File: src/hdl/hsm_pkg.sv
// Shared constants, types and round functions for the HMAC-SHA256 block.
`timescale 1ns / 1ps
package hsm_pkg;

   localparam logic [7:0] IPAD = 8'h36;
   localparam logic [7:0] OPAD = 8'h5c;
   localparam logic [7:0] PAD_BYTE = 8'h80;
   localparam int unsigned NUM_KEY_REGS = 8;
   localparam int unsigned CSR_ADDR_W = 3;

   typedef logic [31:0] word_type;
   typedef word_type [7:0] hash_type;

   localparam hash_type INIT_HASH = '{
      32'h5be0cd19, 32'h1f83d9ab, 32'h9b05688c, 32'h510e527f,
      32'ha54ff53a, 32'h3c6ef372, 32'hbb67ae85, 32'h6a09e667};

   function automatic word_type round_k(input logic [5:0] idx);
      word_type k;
      unique case (idx)
         6'd0: k = 32'h428a2f98; 6'd1: k = 32'h71374491; 6'd2: k = 32'hb5c0fbcf;
         6'd3: k = 32'he9b5dba5; 6'd4: k = 32'h3956c25b; 6'd5: k = 32'h59f111f1;
         6'd6: k = 32'h923f82a4; 6'd7: k = 32'hab1c5ed5; 6'd8: k = 32'hd807aa98;
         6'd9: k = 32'h12835b01; 6'd10: k = 32'h243185be; 6'd11: k = 32'h550c7dc3;
         6'd12: k = 32'h72be5d74; 6'd13: k = 32'h80deb1fe; 6'd14: k = 32'h9bdc06a7;
         6'd15: k = 32'hc19bf174; 6'd16: k = 32'he49b69c1; 6'd17: k = 32'hefbe4786;
         6'd18: k = 32'h0fc19dc6; 6'd19: k = 32'h240ca1cc; 6'd20: k = 32'h2de92c6f;
         6'd21: k = 32'h4a7484aa; 6'd22: k = 32'h5cb0a9dc; 6'd23: k = 32'h76f988da;
         6'd24: k = 32'h983e5152; 6'd25: k = 32'ha831c66d; 6'd26: k = 32'hb00327c8;
         6'd27: k = 32'hbf597fc7; 6'd28: k = 32'hc6e00bf3; 6'd29: k = 32'hd5a79147;
         6'd30: k = 32'h06ca6351; 6'd31: k = 32'h14292967; 6'd32: k = 32'h27b70a85;
         6'd33: k = 32'h2e1b2138; 6'd34: k = 32'h4d2c6dfc; 6'd35: k = 32'h53380d13;
         6'd36: k = 32'h650a7354; 6'd37: k = 32'h766a0abb; 6'd38: k = 32'h81c2c92e;
         6'd39: k = 32'h92722c85; 6'd40: k = 32'ha2bfe8a1; 6'd41: k = 32'ha81a664b;
         6'd42: k = 32'hc24b8b70; 6'd43: k = 32'hc76c51a3; 6'd44: k = 32'hd192e819;
         6'd45: k = 32'hd6990624; 6'd46: k = 32'hf40e3585; 6'd47: k = 32'h106aa070;
         6'd48: k = 32'h19a4c116; 6'd49: k = 32'h1e376c08; 6'd50: k = 32'h2748774c;
         6'd51: k = 32'h34b0bcb5; 6'd52: k = 32'h391c0cb3; 6'd53: k = 32'h4ed8aa4a;
         6'd54: k = 32'h5b9cca4f; 6'd55: k = 32'h682e6ff3; 6'd56: k = 32'h748f82ee;
         6'd57: k = 32'h78a5636f; 6'd58: k = 32'h84c87814; 6'd59: k = 32'h8cc70208;
         6'd60: k = 32'h90befffa; 6'd61: k = 32'ha4506ceb; 6'd62: k = 32'hbef9a3f7;
         default: k = 32'hc67178f2;
      endcase
      return k;
   endfunction

   function automatic word_type rotr(input word_type v, input int unsigned s);
      return (v >> s) | (v << (32 - s));
   endfunction

endpackage

File: src/hdl/hsm_core.sv
// SHA-256 compression engine: one round per cycle over a 16-word schedule window.
`timescale 1ns / 1ps
module hsm_core (
   input  logic               clock,
   input  logic               reset,
   input  logic               start,
   input  hsm_pkg::hash_type  chain_in,
   input  logic [511:0]       block_in,
   output logic               done,
   output hsm_pkg::hash_type  hash_out
);

   logic                     busy_ff, busy_in;
   logic [5:0]               rnd_ff, rnd_in;
   hsm_pkg::word_type [15:0] w_ff, w_in;
   hsm_pkg::hash_type        r_ff, r_in;
   hsm_pkg::hash_type        base_ff, base_in;
   logic                     done_ff, done_in;

   hsm_pkg::word_type t1, t2, s0, s1, wnext;

   always_comb begin
      t1 = r_ff[7] + (hsm_pkg::rotr(r_ff[4], 6) ^ hsm_pkg::rotr(r_ff[4], 11)
           ^ hsm_pkg::rotr(r_ff[4], 25)) + ((r_ff[4] & r_ff[5]) ^ (~r_ff[4] & r_ff[6]))
           + hsm_pkg::round_k(rnd_ff) + w_ff[0];
      t2 = (hsm_pkg::rotr(r_ff[0], 2) ^ hsm_pkg::rotr(r_ff[0], 13)
           ^ hsm_pkg::rotr(r_ff[0], 22))
           + ((r_ff[0] & r_ff[1]) ^ (r_ff[0] & r_ff[2]) ^ (r_ff[1] & r_ff[2]));
      s0 = hsm_pkg::rotr(w_ff[1], 7) ^ hsm_pkg::rotr(w_ff[1], 18) ^ (w_ff[1] >> 3);
      s1 = hsm_pkg::rotr(w_ff[14], 17) ^ hsm_pkg::rotr(w_ff[14], 19) ^ (w_ff[14] >> 10);
      wnext = w_ff[0] + s0 + w_ff[9] + s1;
   end

   always_comb begin
      busy_in = busy_ff;
      rnd_in  = rnd_ff;
      w_in    = w_ff;
      r_in    = r_ff;
      base_in = base_ff;
      done_in = 1'b0;
      if (start && !busy_ff) begin
         busy_in = 1'b1;
         rnd_in  = '0;
         base_in = chain_in;
         r_in    = chain_in;
         for (int i = 0; i < 16; i++) begin
            w_in[i] = block_in[511 - 32*i -: 32];
         end
      end else if (busy_ff) begin
         r_in = {r_ff[6:4], r_ff[3] + t1, r_ff[2:0], t1 + t2};
         w_in = {wnext, w_ff[15:1]};
         rnd_in = rnd_ff + 6'd1;
         if (rnd_ff == 6'd63) begin
            busy_in = 1'b0;
            done_in = 1'b1;
         end
      end
   end

   always_ff @(posedge clock) begin
      if (reset) begin
         busy_ff <= 1'b0;
         done_ff <= 1'b0;
      end else begin
         busy_ff <= busy_in;
         done_ff <= done_in;
      end
      rnd_ff  <= rnd_in;
      w_ff    <= w_in;
      r_ff    <= r_in;
      base_ff <= base_in;
   end

   assign done = done_ff;
   always_comb begin
      for (int i = 0; i < 8; i++) begin
         hash_out[i] = base_ff[i] + r_ff[i];
      end
   end

endmodule

File: config.mk
export PLATFORM = sky130hd
export DESIGN_NAME = hsm_core
export DESIGN_NICKNAME = d
export VERILOG_FILES = /design/src/hdl/hsm_pkg.sv /design/src/hdl/hsm_core.sv
export SDC_FILE = /design/constraint.sdc
export NUM_CORES = 2
export LEC_CHECK = 0
export ABC_AREA = 1
export BUFFER_PORTS_ARGS = -buffer_cell sky130_fd_sc_hd__buf_4
export CORE_ASPECT_RATIO = 0.6
export CORE_MARGIN = 2
export CORE_UTILIZATION = 35
export CTS_CLUSTER_SIZE = 28
export DETAILED_ROUTE_END_ITERATION = 10
export SETUP_SLACK_MARGIN = 0.2
export SLEW_MARGIN = 10
export SYNTH_ARGS = -nofsm -noshare
export SYNTH_HDL_FRONTEND = slang
export SYNTH_SLANG_ARGS = --single-unit
File: constraint.sdc
create_clock -name clock -period 35.4 [get_ports clock]
set_input_delay 3.54 -clock clock [delete_from_list [all_inputs] [get_ports clock]]
set_output_delay 3.54 -clock clock [all_outputs]
set_load 0.005 [all_outputs]
# Yosys cells after proc, flatten, opt, wreduce, memory -nomap -nowiden
# Memories as Yosys holds them, arrays and structs flattened. A register that Yosys moved wholly into a read port is not among the register bits.
# Cells that the tools add are included.
# W data, S select, Z words.
# totals
reg_bits,1032
rom_bits,2048
input_bits,771
wordCells,98
mem_count,1
# classes
n_addsub,19
n_eq_ne,1
muxes,10
bitwise,28
n_reduce_logical,4
# memory_table
memory,words,width,rd,rd_ports_with_merged_regs,wr,line,rtl
(name not given),64,32,1,1,0,hsm_pkg.sv:20,unique case (idx)
# op_table
op,count
$mux W512,2
$add A32 B32 Y32,18
$mux W256,2
$xor A32 B32 Y32,9
$and A32 B32 Y32,5
$not A32 Y32,1
$or A10 B32 Y32,1
$or A13 B32 Y32,1
$or A14 B32 Y32,1
$or A15 B32 Y32,1
$or A19 B32 Y32,1
$or A21 B32 Y32,1
$or A25 B32 Y32,1
$or A26 B32 Y32,1
$or A30 B32 Y32,1
$or A7 B32 Y32,1
$xor A32 B22 Y32,1
$xor A32 B29 Y32,1
$mux W6,2
$add A6 B1 Y6 const B,1
$eq A6 B6 Y1 const B,1
$mux W1,4
$reduce_or A3 Y1,1
$reduce_bool A2 Y1,1
other kinds (3),3

# Logic depth before layout (Yosys ltp)
# logic_depth
depth_word,10
depth_mapped,37
mapped_depth_nobuf,36

# Worst setup path before layout
# No wires, ideal clock.
# synth_timing
kind,in2reg
startpoint,in start
endpoint,reg (tool-made name)
setup_ps,112
t_arrival_ps,14345
required_ps,35288
setup_slack_ps,20943
path_stages,15
n_path_buf,0
path_cell_list,nor2_1 inv_2 o21ai_2 inv_2 ha_1 inv_1 nor2_4 inv_1 nand2_1 nand2_1 o21ai_0 o21ai_0 o21ai_0 nand2_1 nand2_1
# synth_lines
item,line,rtl
"start, declared",hsm_core.sv:6,"input logic start,"

==> impl_metrics.json <==
{
  "status": "completed",
  "instances_no_fill": 12445,
  "grt-ovfl-total": 0,
  "drt_iter0_drc": 8242,
  "seq_area_frac_synth_pct": 43.4,
  "drc": 0,
  "startpoint_type": "register",
  "dpl.hpwl_mm": 284,
  "syn_avg_cell_area_um2": 8.39,
  "clock-sinks": 1064,
  "critPathKind": "reg2out",
  "die_h_um": 357,
  "synth-edff-count": 1024,
  "cts-resized-gates": 0,
  "syn_nets": 10024,
  "dr.pass1.iters": 8,
  "start_util_pct": 35.3,
  "gp_congestion": 0.979,
  "dieArea_um2": 212000,
  "hold_path.class": "reg2reg",
  "grt_first_pass_wirelength_mm": 465,
  "yosys-top-cells-area": "edfxtp_1 (42%), nand2_1 (16%), ha_1 (6.7%)",
  "worst_pin_slew_ns": 1.36,
  "netlist.area_leader.share_pct": 42.3,
  "dpl.cell_count": 12225,
  "async_flop_share_pct": 0,
  "ant_nets": 0,
  "fin_ws_ns": 27.36,
  "rsz0062_at_grt": "no",
  "coreArea_um2": 206000,
  "yosysMostFrequentCell": "nand2_1",
  "grt_max_degree": 238,
  "wirelength_mm": 342,
  "arrival_ns": 4.50,
  "yosysTopAreaCell": "edfxtp_1",
  "cts_tree": "done",
  "max_cap_violations": 0,
  "ios": 1028,
  "clk_pin_slew_ns": 0.07,
  "post_drt_wl_per_cell_um": 27.5,
  "syn_area_um2": 72700,
  "synth_ff_type": "edfxtp_1",
  "fin_setup_tns_ns": 0,
  "ctsHoldBuffers": 0,
  "num_rows": 129,
  "path_max_fanout": 7,
  "ys_ff_latch": 1064,
  "ys_warn_count": 0,
  "fin_crit_sh_pct": 22.7,
  "hold_violations": 0,
  "track_usage_pct": 31.1,
  "drive_gt1_share_pct": 13.1,
  "die_w_um": 593,
  "grt_antenna_before_repair": 27,
  "cts_setup_buffers": 0,
  "grt_pass1_vias": 61353,
  "critPathCaptureType": "primary output",
  "htreeDepth": 3,
  "clk_latency_ns": 0.77,
  "post_drt_via_cell_ratio": 5.31,
  "synthTopCellsByCount": "nand2_1 (3073), inv_1 (1026), edfxtp_1 (1024)",
  "cts_buffers": 110,
  "io_buffer_count": 1027,
  "cp.required_ns": 31.86,
  "clockRootBuffer": "clkbuf_16",
  "finalClockSkew_ns": 0.0538,
  "synthCells": 8669,
  "min_period_ns": 8.04,
  "pre_cts_ws_ns": 27.52,
  "area_delta_synth_final_pct": 19.6,
  "final_core_util_pct": 42.2,
  "fmax_ghz": 0.124,
  "synth_cell_types": 57,
  "cts_buffer_depth": 3,
  "slew_violations": 0,
  "max_slew_margin_pct": 8.56,
  "setup_violations": 0,
  "nets": 10941,
  "vias": 66047
}
flip-flops by register name, summed over array words and instances (netlist names), named ones only:
register  count
w_ff        512
r_ff        256
done          1
rnd_ff        6
base_ff     256
busy_ff       1
critical path, stage by stage (launching register included):
cell and delay [ns]:
edfxtp_1 0.67, ha_1 0.52, nand2_1 0.15, nor2_1 0.20, and2_1 0.18, nand2_1 0.06, o211ai_1 0.43, nand2_1 0.11
nand2_1 0.14, nand2_1 0.06, nand2_1 0.07, xor2_1 0.87, buf_4 0.25
cell type report:
cell class	instances	area [µm²]
Multi-Input combinational cell	6299	36200
Inverter	1036	3900
Clock buffer	135	2870
Antenna cell	14	35.0
Timing Repair Buffer	1075	8120
Fill cell	21049	119000
Sequential cell	1064	31600
Clock inverter	71	860
Tap cell	2751	3440
worst paths after layout:
check / start / to / slack, ns / depth (start not counted)
setup / recovery: r_ff[146] / hash_out[157] / 27.36 / 12
setup reg to reg: r_ff[157] / r_ff[29] / 27.41 / 23
hold / removal: w_ff[134] / w_ff[102] / 0.51 / 2
hold reg to reg: w_ff[134] / w_ff[102] / 0.51 / 2
layout by cell type (no fill, tap or decap), drive strengths merged, types with 9 or more instances in the layout:
cell type  instances
dfxtp             40
o21bai            76
diode             14
nand2           3076
edfxtp          1024
xnor2            240
inv             1045
a21oi            419
ha               389
a21o              83
nand4             45
o21ai            484
xor2             303
or2               10
buf             1075
nor2             414
clkinv            39
bufinv            14
fa               195
a21boi            37
clkinvlp           9
nor3              74
o211ai            38
clkbuf           135
nor4              17
a31oi             26
o31ai             26
nand3b            18
nand3            241
o21a              30
stage by stage:
| stage | hold slack, ns | area (µm²) |
|---|---|---|
| after floorplan | 0.457 | 72700 |
| after global placement | 0.498 | 83200 |
| after detailed placement | 0.502 | 83200 |
| after CTS | 0.515 | 86900 |
| after global routing | 0.533 | 87000 |
| final | 0.514 | 87000 |
logic make-up after synthesis:
logic type / count (synthesis) / share of synthesized area (%)
buf+inv: 1306 / 6.89
fa+ha+maj: 586 / 12.1
compound gates: 1262 / 9.95
flops: 1064 / 43.4
xor+xnor: 543 / 6.54
simple gates: 3907 / 21.1
mux: 1 / 0.0138
per-layer routing:
layer	vias to the layer above	track usage [%]	routed length, µm
li1	30183	-	-
met2	3104	42.5	136000
met4	11	4.33	4230
met5	-	1.85	493
met3	233	8.95	36600
met1	32516	48.6	165000
Power is left out: the tool's default activity adds up to more than one toggle a clock period on the data nets, which glitch-free logic cannot reach.
